**src/bwu_pkg.sv**
```systemverilog
`timescale 1ns / 1ps
`default_nettype none

package bwu_pkg;

    // field widths
    localparam int ACTION_W = 3;
    localparam int SLOT_W   = 4;
    localparam int ADDR_W   = 16;
    localparam int BYTE_W   = 8;
    localparam int MODE_W   = 4;
    localparam int CAUSE_W  = 3;

    localparam int IN_DATA_W  = 112;
    localparam int OUT_DATA_W = 32;

    // action codes
    localparam logic [ACTION_W-1:0] ACT_CHECK       = 3'd0;
    localparam logic [ACTION_W-1:0] ACT_SET_EXEC    = 3'd1;
    localparam logic [ACTION_W-1:0] ACT_CLEAR_EXEC  = 3'd2;
    localparam logic [ACTION_W-1:0] ACT_SET_WATCH   = 3'd3;
    localparam logic [ACTION_W-1:0] ACT_CLEAR_WATCH = 3'd4;
    localparam logic [ACTION_W-1:0] ACT_SET_OPCODE  = 3'd5;
    localparam logic [ACTION_W-1:0] ACT_SET_STEP    = 3'd6;

    // addressing modes
    localparam logic [MODE_W-1:0] MODE_IMPL = 4'd0;
    localparam logic [MODE_W-1:0] MODE_ACC  = 4'd1;
    localparam logic [MODE_W-1:0] MODE_IMM  = 4'd2;
    localparam logic [MODE_W-1:0] MODE_ZP   = 4'd3;
    localparam logic [MODE_W-1:0] MODE_ZPX  = 4'd4;
    localparam logic [MODE_W-1:0] MODE_ZPY  = 4'd5;
    localparam logic [MODE_W-1:0] MODE_ABS  = 4'd6;
    localparam logic [MODE_W-1:0] MODE_ABX  = 4'd7;
    localparam logic [MODE_W-1:0] MODE_ABY  = 4'd8;
    localparam logic [MODE_W-1:0] MODE_INDX = 4'd9;
    localparam logic [MODE_W-1:0] MODE_INDY = 4'd10;
    localparam logic [MODE_W-1:0] MODE_IND  = 4'd11;
    localparam logic [MODE_W-1:0] MODE_REL  = 4'd12;

    // hit causes
    localparam logic [CAUSE_W-1:0] CAUSE_NONE   = 3'd0;
    localparam logic [CAUSE_W-1:0] CAUSE_EXEC   = 3'd1;
    localparam logic [CAUSE_W-1:0] CAUSE_WATCH  = 3'd2;
    localparam logic [CAUSE_W-1:0] CAUSE_OPCODE = 3'd3;
    localparam logic [CAUSE_W-1:0] CAUSE_STEP   = 3'd4;
    localparam logic [CAUSE_W-1:0] CAUSE_STOP   = 3'd5;

    // last zero-page byte
    localparam logic [BYTE_W-1:0] ZP_LAST = 8'hFF;

    // controller to datapath commands
    typedef struct packed {
        logic load_in;
        logic do_addr;
        logic do_match;
        logic load_out;
    } bwu_cmd_t;

    // address generator result
    typedef struct packed {
        logic              valid;
        logic [ADDR_W-1:0] ea;
        logic              wrap_zp;
        logic              wrap_full;
    } bwu_addr_t;

endpackage

`default_nettype wire

```
**src/bwu_ctrl.sv**
```systemverilog
`timescale 1ns / 1ps
`default_nettype none

module bwu_ctrl (
    input  wire logic        clk,
    input  wire logic        rst_n,
    input  wire logic        in_valid,
    output logic             in_ready,
    output logic             out_valid,
    input  wire logic        out_ready,
    output bwu_pkg::bwu_cmd_t cmd
);

    localparam logic [1:0] S_IDLE    = 2'd0;
    localparam logic [1:0] S_ADDR    = 2'd1;
    localparam logic [1:0] S_MATCH   = 2'd2;
    localparam logic [1:0] S_RESOLVE = 2'd3;

    logic [1:0] state_reg;
    logic [1:0] state_next;
    logic       out_valid_reg;
    logic       out_valid_next;
    logic       out_free;

    // output slot is free when empty or being drained this cycle
    assign out_free = !out_valid_reg || out_ready;

    always_comb
    begin
        state_next = state_reg;
        cmd        = '0;
        unique case (state_reg)
            S_IDLE:
            begin
                if (in_valid)
                begin
                    cmd.load_in = 1'b1;
                    state_next  = S_ADDR;
                end
            end
            S_ADDR:
            begin
                cmd.do_addr = 1'b1;
                state_next  = S_MATCH;
            end
            S_MATCH:
            begin
                cmd.do_match = 1'b1;
                state_next   = S_RESOLVE;
            end
            S_RESOLVE:
            begin
                if (out_free)
                begin
                    cmd.load_out = 1'b1;
                    state_next   = S_IDLE;
                end
            end
            default:
            begin
                state_next = S_IDLE;
            end
        endcase
    end

    always_comb
    begin
        if (cmd.load_out)
            out_valid_next = 1'b1;
        else if (out_ready)
            out_valid_next = 1'b0;
        else
            out_valid_next = out_valid_reg;
    end

    always_ff @(posedge clk or negedge rst_n)
    begin
        if (!rst_n)
        begin
            state_reg     <= S_IDLE;
            out_valid_reg <= 1'b0;
        end
        else
        begin
            state_reg     <= state_next;
            out_valid_reg <= out_valid_next;
        end
    end

    assign in_ready  = (state_reg == S_IDLE);
    assign out_valid = out_valid_reg;

endmodule

`default_nettype wire

```
**src/bwu_addr_gen.sv**
```systemverilog
`timescale 1ns / 1ps
`default_nettype none

module bwu_addr_gen (
    input  wire logic [bwu_pkg::MODE_W-1:0] mode,
    input  wire logic [bwu_pkg::BYTE_W-1:0] operand_lo,
    input  wire logic [bwu_pkg::BYTE_W-1:0] operand_hi,
    input  wire logic [bwu_pkg::BYTE_W-1:0] index_x,
    input  wire logic [bwu_pkg::BYTE_W-1:0] index_y,
    input  wire logic [bwu_pkg::ADDR_W-1:0] pointer_word,
    output bwu_pkg::bwu_addr_t              addr
);

    logic [bwu_pkg::BYTE_W:0] zp_sum_x;
    logic [bwu_pkg::BYTE_W:0] zp_sum_y;
    logic [bwu_pkg::ADDR_W:0] abs_sum_x;
    logic [bwu_pkg::ADDR_W:0] abs_sum_y;
    logic [bwu_pkg::ADDR_W:0] ptr_sum_y;
    logic [bwu_pkg::ADDR_W-1:0] abs_addr;

    assign abs_addr  = {operand_hi, operand_lo};
    assign zp_sum_x  = {1'b0, operand_lo} + {1'b0, index_x};
    assign zp_sum_y  = {1'b0, operand_lo} + {1'b0, index_y};
    assign abs_sum_x = {1'b0, abs_addr} + {9'd0, index_x};
    assign abs_sum_y = {1'b0, abs_addr} + {9'd0, index_y};
    assign ptr_sum_y = {1'b0, pointer_word} + {9'd0, index_y};

    always_comb
    begin
        addr = '0;
        unique case (mode)
            bwu_pkg::MODE_ZP:
            begin
                addr.valid = 1'b1;
                addr.ea    = {8'd0, operand_lo};
            end
            bwu_pkg::MODE_ZPX:
            begin
                addr.valid   = 1'b1;
                addr.ea      = {8'd0, zp_sum_x[bwu_pkg::BYTE_W-1:0]};
                addr.wrap_zp = zp_sum_x[bwu_pkg::BYTE_W];
            end
            bwu_pkg::MODE_ZPY:
            begin
                addr.valid   = 1'b1;
                addr.ea      = {8'd0, zp_sum_y[bwu_pkg::BYTE_W-1:0]};
                addr.wrap_zp = zp_sum_y[bwu_pkg::BYTE_W];
            end
            bwu_pkg::MODE_ABS:
            begin
                addr.valid = 1'b1;
                addr.ea    = abs_addr;
            end
            bwu_pkg::MODE_ABX:
            begin
                addr.valid     = 1'b1;
                addr.ea        = abs_sum_x[bwu_pkg::ADDR_W-1:0];
                addr.wrap_full = abs_sum_x[bwu_pkg::ADDR_W];
            end
            bwu_pkg::MODE_ABY:
            begin
                addr.valid     = 1'b1;
                addr.ea        = abs_sum_y[bwu_pkg::ADDR_W-1:0];
                addr.wrap_full = abs_sum_y[bwu_pkg::ADDR_W];
            end
            bwu_pkg::MODE_INDX:
            begin
                // pointer high byte wraps once the indexed zero-page sum reaches the page end or carries past it
                addr.valid   = 1'b1;
                addr.ea      = pointer_word;
                addr.wrap_zp = (zp_sum_x >= {1'b0, bwu_pkg::ZP_LAST});
            end
            bwu_pkg::MODE_INDY:
            begin
                addr.valid     = 1'b1;
                addr.ea        = ptr_sum_y[bwu_pkg::ADDR_W-1:0];
                addr.wrap_zp   = (operand_lo == bwu_pkg::ZP_LAST);
                addr.wrap_full = ptr_sum_y[bwu_pkg::ADDR_W];
            end
            default:
            begin
                addr = '0;
            end
        endcase
    end

endmodule

`default_nettype wire

```
**src/bwu_datapath.sv**
```systemverilog
`timescale 1ns / 1ps
`default_nettype none

module bwu_datapath #(
    parameter int SLOT_COUNT = 16
) (
    input  wire logic                             clk,
    input  wire logic                             rst_n,
    input  wire bwu_pkg::bwu_cmd_t                cmd,
    input  wire logic [bwu_pkg::IN_DATA_W-1:0]    in_data,
    input  wire logic [bwu_pkg::ACTION_W-1:0]     in_user,
    input  wire logic                             cfg_write,
    input  wire logic [bwu_pkg::ADDR_W-1:0]       cfg_data,
    output logic      [bwu_pkg::OUT_DATA_W-1:0]   out_data
);

    localparam int OPC_DEPTH = 1 << bwu_pkg::BYTE_W;

    // captured item
    logic [bwu_pkg::ACTION_W-1:0] action_reg;
    logic [bwu_pkg::SLOT_W-1:0]   slot_reg;
    logic [bwu_pkg::ADDR_W-1:0]   pc_reg;
    logic [bwu_pkg::BYTE_W-1:0]   opcode_reg;
    logic [bwu_pkg::MODE_W-1:0]   mode_reg;
    logic [bwu_pkg::BYTE_W-1:0]   operand_lo_reg;
    logic [bwu_pkg::BYTE_W-1:0]   operand_hi_reg;
    logic [bwu_pkg::BYTE_W-1:0]   index_x_reg;
    logic [bwu_pkg::BYTE_W-1:0]   index_y_reg;
    logic [bwu_pkg::ADDR_W-1:0]   pointer_word_reg;
    logic [bwu_pkg::ADDR_W-1:0]   target_low_reg;
    logic [bwu_pkg::ADDR_W-1:0]   target_high_reg;

    // address stage
    bwu_pkg::bwu_addr_t           addr;
    logic                         is_check_reg;
    logic                         addr_valid_reg;
    logic [bwu_pkg::ADDR_W-1:0]   ea_reg;
    logic                         wrap_zp_reg;
    logic                         wrap_full_reg;
    logic                         is_check;
    logic                         slot_ok;

    // tables
    logic [SLOT_COUNT-1:0]        exec_valid_reg;
    logic [bwu_pkg::ADDR_W-1:0]   exec_addr_reg [SLOT_COUNT];
    logic [SLOT_COUNT-1:0]        watch_valid_reg;
    logic [bwu_pkg::ADDR_W-1:0]   watch_low_reg [SLOT_COUNT];
    logic [bwu_pkg::ADDR_W-1:0]   watch_high_reg [SLOT_COUNT];
    logic [OPC_DEPTH-1:0]         opcode_mask_reg;
    logic [bwu_pkg::ADDR_W-1:0]   step_target_reg;
    logic [bwu_pkg::ADDR_W-1:0]   stop_address_reg;

    // match stage
    logic [SLOT_COUNT-1:0]        exec_match_reg;
    logic [SLOT_COUNT-1:0]        watch_match_reg;
    logic                         opcode_match_reg;
    logic                         step_match_reg;
    logic                         stop_match_reg;

    // resolve
    logic                         hit;
    logic [bwu_pkg::CAUSE_W-1:0]  hit_cause;
    logic [bwu_pkg::SLOT_W-1:0]   hit_slot;
    logic [bwu_pkg::OUT_DATA_W-1:0] out_data_next;
    logic [bwu_pkg::OUT_DATA_W-1:0] out_data_reg;

    always_ff @(posedge clk)
    begin
        if (cmd.load_in)
        begin
            action_reg       <= in_user;
            slot_reg         <= in_data[3:0];
            pc_reg           <= in_data[19:4];
            opcode_reg       <= in_data[27:20];
            mode_reg         <= in_data[31:28];
            operand_lo_reg   <= in_data[39:32];
            operand_hi_reg   <= in_data[47:40];
            index_x_reg      <= in_data[55:48];
            index_y_reg      <= in_data[63:56];
            pointer_word_reg <= in_data[79:64];
            target_low_reg   <= in_data[95:80];
            target_high_reg  <= in_data[111:96];
        end
    end

    bwu_addr_gen u_addr_gen (
        .mode         (mode_reg),
        .operand_lo   (operand_lo_reg),
        .operand_hi   (operand_hi_reg),
        .index_x      (index_x_reg),
        .index_y      (index_y_reg),
        .pointer_word (pointer_word_reg),
        .addr         (addr)
    );

    assign is_check = (action_reg == bwu_pkg::ACT_CHECK);
    assign slot_ok  = ({28'd0, slot_reg} < 32'(SLOT_COUNT));

    always_ff @(posedge clk)
    begin
        if (cmd.do_addr)
        begin
            is_check_reg   <= is_check;
            addr_valid_reg <= is_check && addr.valid;
            ea_reg         <= is_check ? addr.ea : '0;
            wrap_zp_reg    <= is_check && addr.wrap_zp;
            wrap_full_reg  <= is_check && addr.wrap_full;
        end
    end

    // table edits happen in the address cycle
    always_ff @(posedge clk or negedge rst_n)
    begin
        if (!rst_n)
        begin
            exec_valid_reg   <= '0;
            watch_valid_reg  <= '0;
            opcode_mask_reg  <= '0;
            step_target_reg  <= '0;
            stop_address_reg <= '0;
        end
        else
        begin
            if (cfg_write)
                stop_address_reg <= cfg_data;
            if (cmd.do_addr)
            begin
                for (int i = 0; i < SLOT_COUNT; i++)
                begin
                    if (slot_ok && (32'(slot_reg) == i))
                    begin
                        if (action_reg == bwu_pkg::ACT_SET_EXEC)
                            exec_valid_reg[i] <= 1'b1;
                        else if (action_reg == bwu_pkg::ACT_CLEAR_EXEC)
                            exec_valid_reg[i] <= 1'b0;
                        if (action_reg == bwu_pkg::ACT_SET_WATCH)
                            watch_valid_reg[i] <= 1'b1;
                        else if (action_reg == bwu_pkg::ACT_CLEAR_WATCH)
                            watch_valid_reg[i] <= 1'b0;
                    end
                end
                if (action_reg == bwu_pkg::ACT_SET_OPCODE)
                    opcode_mask_reg[opcode_reg] <= 1'b1;
                if (action_reg == bwu_pkg::ACT_SET_STEP)
                    step_target_reg <= target_low_reg;
            end
        end
    end

    always_ff @(posedge clk)
    begin
        if (cmd.do_addr)
        begin
            for (int i = 0; i < SLOT_COUNT; i++)
            begin
                if (slot_ok && (32'(slot_reg) == i))
                begin
                    if (action_reg == bwu_pkg::ACT_SET_EXEC)
                        exec_addr_reg[i] <= target_low_reg;
                    if (action_reg == bwu_pkg::ACT_SET_WATCH)
                    begin
                        watch_low_reg[i]  <= target_low_reg;
                        watch_high_reg[i] <= target_high_reg;
                    end
                end
            end
        end
    end

    // all slots compared side by side
    always_ff @(posedge clk)
    begin
        if (cmd.do_match)
        begin
            for (int i = 0; i < SLOT_COUNT; i++)
            begin
                exec_match_reg[i]  <= exec_valid_reg[i] && (exec_addr_reg[i] == pc_reg);
                watch_match_reg[i] <= addr_valid_reg && watch_valid_reg[i] &&
                                      (watch_low_reg[i] <= ea_reg) &&
                                      (watch_high_reg[i] >= ea_reg);
            end
            opcode_match_reg <= opcode_mask_reg[opcode_reg];
            step_match_reg   <= (pc_reg == step_target_reg);
            stop_match_reg   <= (pc_reg == stop_address_reg);
        end
    end

    // lowest slot wins, exec before watch within a slot
    always_comb
    begin
        hit       = 1'b0;
        hit_cause = bwu_pkg::CAUSE_NONE;
        hit_slot  = '0;
        for (int i = SLOT_COUNT - 1; i >= 0; i--)
        begin
            if (exec_match_reg[i])
            begin
                hit       = 1'b1;
                hit_cause = bwu_pkg::CAUSE_EXEC;
                hit_slot  = 4'(i);
            end
            else if (watch_match_reg[i])
            begin
                hit       = 1'b1;
                hit_cause = bwu_pkg::CAUSE_WATCH;
                hit_slot  = 4'(i);
            end
        end
        if (!hit)
        begin
            priority if (opcode_match_reg)
            begin
                hit       = 1'b1;
                hit_cause = bwu_pkg::CAUSE_OPCODE;
            end
            else if (step_match_reg)
            begin
                hit       = 1'b1;
                hit_cause = bwu_pkg::CAUSE_STEP;
            end
            else if (stop_match_reg)
            begin
                hit       = 1'b1;
                hit_cause = bwu_pkg::CAUSE_STOP;
            end
            else
            begin
                hit = 1'b0;
            end
        end
        if (!is_check_reg)
        begin
            hit       = 1'b0;
            hit_cause = bwu_pkg::CAUSE_NONE;
            hit_slot  = '0;
        end
    end

    assign out_data_next = {5'd0, wrap_full_reg, wrap_zp_reg, ea_reg, addr_valid_reg,
                            hit_slot, hit_cause, hit};

    always_ff @(posedge clk)
    begin
        if (cmd.load_out)
            out_data_reg <= out_data_next;
    end

    assign out_data = out_data_reg;

endmodule

`default_nettype wire

```
**src/breakpoint_watchpoint_unit.sv**
```systemverilog
`timescale 1ns / 1ps
`default_nettype none

// breakpoint / watchpoint unit: each stream transaction on the slave side carries one
// item whose kind (check, set or clear exec slot, set or clear watch range, mark opcode,
// set step target) sits in s_axis_tuser; every item yields exactly one result transaction
// on the master side, all zero for table edits. a check item forms the data effective
// address from the addressing mode, flags zero-page and full-space wraps, and tests the
// instruction against SLOT_COUNT exec breakpoints, SLOT_COUNT inclusive watch ranges, the
// 256-entry opcode mask, the step target and the stop address; lowest slot wins (exec before
// watch in a slot), then opcode, step, stop. stages: capture, address generation and table
// edit, parallel slot compare into registered match bits, priority resolve into the output
// register once it is free. the next item is taken right after resolve, while a finished
// result may still wait in the output register. stop_address is written through the cfg
// channel (always ready); the user must do so only while the unit is idle, as the unit does
// not enforce it. tables and stop address clear on reset.

module breakpoint_watchpoint_unit #(
    parameter int SLOT_COUNT = 16
) (
    input  wire logic         clk,
    input  wire logic         rst_n,

    // item input
    input  wire logic         s_axis_tvalid,
    output logic              s_axis_tready,
    // slot[3:0], pc[19:4], opcode[27:20], mode[31:28], operand_lo[39:32],
    // operand_hi[47:40], index_x[55:48], index_y[63:56], pointer_word[79:64],
    // target_low[95:80], target_high[111:96]
    input  wire logic [111:0] s_axis_tdata,
    // action[2:0]
    input  wire logic [2:0]   s_axis_tuser,

    // result output
    output logic              m_axis_tvalid,
    input  wire logic         m_axis_tready,
    // hit[0], hit_cause[3:1], hit_slot[7:4], address_valid[8],
    // effective_address[24:9], wrap_zero_page[25], wrap_full_space[26], zero fill above
    output logic [31:0]       m_axis_tdata,

    // stop address write
    input  wire logic         cfg_valid,
    output logic              cfg_ready,
    input  wire logic [15:0]  cfg_data
);

    bwu_pkg::bwu_cmd_t cmd;

    // register write never stalls
    assign cfg_ready = 1'b1;

    bwu_ctrl u_ctrl (
        .clk       (clk),
        .rst_n     (rst_n),
        .in_valid  (s_axis_tvalid),
        .in_ready  (s_axis_tready),
        .out_valid (m_axis_tvalid),
        .out_ready (m_axis_tready),
        .cmd       (cmd)
    );

    bwu_datapath #(
        .SLOT_COUNT (SLOT_COUNT)
    ) u_datapath (
        .clk       (clk),
        .rst_n     (rst_n),
        .cmd       (cmd),
        .in_data   (s_axis_tdata),
        .in_user   (s_axis_tuser),
        .cfg_write (cfg_valid && cfg_ready),
        .cfg_data  (cfg_data),
        .out_data  (m_axis_tdata)
    );

endmodule

`default_nettype wire
```
**config.mk**
```make
export PLATFORM = sky130hd
export DESIGN_NAME = breakpoint_watchpoint_unit
export DESIGN_NICKNAME = d
export VERILOG_FILES = /design/src/bwu_pkg.sv /design/src/bwu_ctrl.sv /design/src/bwu_addr_gen.sv /design/src/bwu_datapath.sv /design/src/breakpoint_watchpoint_unit.sv
export SDC_FILE = /design/constraint.sdc
export NUM_CORES = 2
export LEC_CHECK = 0
export BUFFER_PORTS_ARGS = -buffer_cell sky130_fd_sc_hd__buf_2
export CAP_MARGIN = 20
export CORE_UTILIZATION = 30
export DETAILED_ROUTE_END_ITERATION = 10
export SLEW_MARGIN = 20
export SYNTH_ARGS = -nofsm -noshare
export SYNTH_HDL_FRONTEND = slang
export SYNTH_SLANG_ARGS = --single-unit
```
**constraint.sdc**
```tcl
create_clock -name clk -period 9.4 [get_ports clk]
set_input_delay 2.35 -clock clk [delete_from_list [all_inputs] [get_ports clk]]
set_output_delay 2.35 -clock clk [all_outputs]
set_load 0.01 [all_outputs]
```
==> run_results.csv <==
group,metric,value,unit
status,status,"complete, no violations",
yosys,synth_area_per_cell,14.48,um2
placed_design,dp.cells,6854,
layout,area_growth,14.72,%
floorplanning,ioPinCount,171,
yosys,synth-async-reset-ratio,0.2508,
critical_path,r2r_start,"u_datapath.ea_reg[1]$_SDFFCE_PN0P_",
global_routing,grt_max_degree,160,
routing,ant_nets,0,
global_routing,grt_usage,0.1638,
pwr,powerDensity,227.7,nW/um2
clock_network,clock_latency,790,ps
clock_network,cts.sinks,1288,
sta,fin_setup_tns,0,ps
yosys,synth_area,59390,um2
global_routing,grt_antenna_before_repair,9,
sta,rsz0062_at_grt,"false",
sta,max_slew_margin,0.2088,
routing,via_per_inst,5.099,
clock_network,cts.repair.resized,0,
critical_path,r2r-end,"u_datapath.watch_match_reg[4]$_DFFE_PP_",
pwr,peakVddDrop,0.0003163,V
routing,drc,0,
floorplanning,dieArea,199700,um2
routing,wirelength,164400,um
floorplanning,fp.coreArea,195800,um2
global_routing,grt.overflow.total,0,
layout,final_cells,7116,
sta,max_clock_freq,250.4,MHz
sta,hold_viol_final,0,
layout,final_common_cell,"edfxtp_1",
floorplanning,initial_core_util,0.3033,
critical_path,start_kind,"flip-flop",
yosys,ys_ff_latch,1288,
clock_network,ctsHoldBuffers,0,
yosys,ys_seq_area_frac,0.6240,
clock_network,cts_setup_buffers,0,
floorplanning,die_w,446.9,um
flow_run,maxCapViolations,0,
routing,drt-pass1-iter-count,5,
yosys,netlist_instances,4101,
floorplanning,fp-row-count,162,
critical_path,crit_fanout,4,
routing,drtIter0Drc,3096,
clock_network,numCtsBuffers,141,
sta,min_period,3994,ps
sta,drv_slew,0,
sta,setup_violations,0,
placed_design,portBuffers,164,
layout,drive_gt1_frac,0.1330,
routing,wl_per_cell,23.11,um
critical_path,worstSetupPathType,"flip-flop to primary output",
layout,n_fill_cell,18890,
clock_network,tritoncts,"yes",
placed_design,placed_area,63770,um2
routing,num_vias,36287,
critical_path,r2r_cells,10,
placed_design,routabilityCongestion,0.8360,
critical_path,worstPathRequired,7050,ps
layout,final_cell_mix,"965 x edfxtp_1, 539 x ha_1, 323 x dfrtp_1",
yosys,synthDistinctLibCells,67,
global_routing,first_global_vias,36734,
yosys,synth_top_flop_cell,"edfxtp_1",
sta,tightest_slew,1182,ps
clock_network,htreeDepth,4,
worst_hold_path,hold_depth,0,
sta,post-route-period-util,0.4249,
worst_hold_path,hp-start,"u_datapath.wrap_full_reg$_DFFE_PP_",
placed_design,hpwl,98710,um
pwr,p_leak,0.02690,uW
worst_hold_path,hold_path.class,"flip-flop to flip-flop",
clock_network,clk_pin_slew,60,ps
yosys,yosysWarnings,0,
clock_network,cts_max_path_buffers,3,
clock_network,root_buffer,"clkbuf_16",
layout,stdcell_area,68130,um2
sta,finalClockSkew,46.35,ps
yosys,synth_enable_flop_cells,965,
floorplanning,die_h,446.9,um
layout,nets,5052,
critical_path,r2r_slack,5920,ps
worst_hold_path,holdPathEnd,"u_datapath.out_data[26]$_DFFE_PP_",
critical_path,crit_path_end_kind,"primary output",
critical_path,cp.arrival,1640,ps
global_routing,grt_pass1_wl,241000,um
-- synth_stat cells (9+ instances only) --
cell type | number | area (um2)
a21oi_1 | 179 | 895.9
nand2_1 | 127 | 476.7
ha_1 | 540 | 6756
o21ai_0 | 183 | 915.9
mux2_2 | 32 | 360.4
a31oi_1 | 25 | 156.4
xor2_1 | 72 | 630.6
edfxtp_1 | 965 | 28980
buf_2 | 19 | 95.09
o22ai_1 | 9 | 56.30
and2_1 | 9 | 56.30
nand4_1 | 117 | 732.0
a22oi_1 | 22 | 165.2
nor3_1 | 32 | 160.2
nand2b_1 | 55 | 344.1
o21a_1 | 27 | 202.7
mux4_2 | 64 | 1441
a2111oi_0 | 15 | 131.4
nor2_1 | 143 | 536.8
o31ai_1 | 9 | 67.56
a21o_1 | 295 | 2215
dfrtp_1 | 323 | 8083
a22o_1 | 11 | 96.34
clkbuf_1 | 77 | 289.0
a211oi_1 | 24 | 180.2
and4_1 | 13 | 113.9
o21bai_1 | 72 | 540.5
a221oi_1 | 10 | 87.58
buf_1 | 15 | 56.30
inv_1 | 71 | 266.5
xnor2_1 | 254 | 2225
nor4_1 | 51 | 319.1
nand3_1 | 58 | 290.3
nor2b_1 | 63 | 394.1
o211ai_1 | 18 | 135.1
-- where the power goes --
group	internal [uW]	switching [uW]	leakage, uW
Sequential	6670	386	0.0132
Clock	2960	2310	0.00213
Combinational	1100	2080	0.0116
-- logic make-up (layout without fill, tap and decap cells) --
logic type               Yosys count  count (layout)  share of synthesized area
adder cells (fa/ha/maj)          543             543                     0.1148
AO/OA/AOI/OAI                    947             947                     0.1064
XOR/XNOR                         326             326                    0.04808
flip-flops                      1288            1288                     0.6240
multiplexers                      97              97                    0.03051
AND/OR/NAND/NOR                  704             704                    0.06209
other                              2               9                  0.0001265
buffers and inverters            194             578                    0.01403
-- metal layers --
metal	global-route usage	wire, um	vias up
met2	0.2859	82860	1088
li1	-	-	16349
met3	0.02321	7975	338
met4	0.06213	6112	0
met5	0	0	-
met1	0.2040	67480	18512
-- area by class of cell --
| cell class | instances | area (um2) | area share |
|---|---|---|---|
| multi-input cells | 2623 | 21690 | 0.3184 |
| diodes | 3 | 7.507 | 0.0001102 |
| clock inverters | 61 | 417.9 | 0.006134 |
| well taps | 2624 | 3283 | 0.04819 |
| clock buffers | 198 | 3928 | 0.05765 |
| flip-flops and latches | 1288 | 37060 | 0.5439 |
| repair buffers | 248 | 1478 | 0.02169 |
| inverters | 71 | 266.5 | 0.003912 |
-- how the worst max path moves through the flow --
stage | start | to | slack [ps] | depth (start not counted)
2_1_floorplan | s_axis_tvalid | u_datapath.action_reg[0]$_DFFE_PP_ | 3930 | 1
3_3_place_gp | s_axis_tvalid | u_datapath.slot_reg[0]$_DFFE_PP_ | 5040 | 3
3_5_place_dp | s_axis_tvalid | u_datapath.slot_reg[3]$_DFFE_PP_ | 4970 | 3
4_1_cts | u_ctrl.state_reg[0]$_DFFE_PN0P_ | s_axis_tready | 5350 | 3
5_1_grt | u_ctrl.state_reg[0]$_DFFE_PN0P_ | s_axis_tready | 5290 | 3
6_report | u_ctrl.state_reg[1]$_DFFE_PN0P_ | s_axis_tready | 5410 | 3
-- stage by stage --
stage	hold slack, ps	setup WS (ps)	utilization	total power [uW]
6_report	420.5	5406	0.3480	15510
5_1_grt	426.9	5294	0.3479	16160
3_3_place_gp	402.1	5038	0.3255	10270
2_1_floorplan	400.3	3932	-	8949
3_5_place_dp	405.2	4969	0.3257	10350
4_1_cts	421.1	5345	0.3479	15620
-- critical path, cell delays in order, from the launching register on --
cell and delay [ps]:
dfrtp_1 400, inv_1 110, ha_1 220, buf_2 150
No activity file was read; power rests on OpenSTA's default activity.
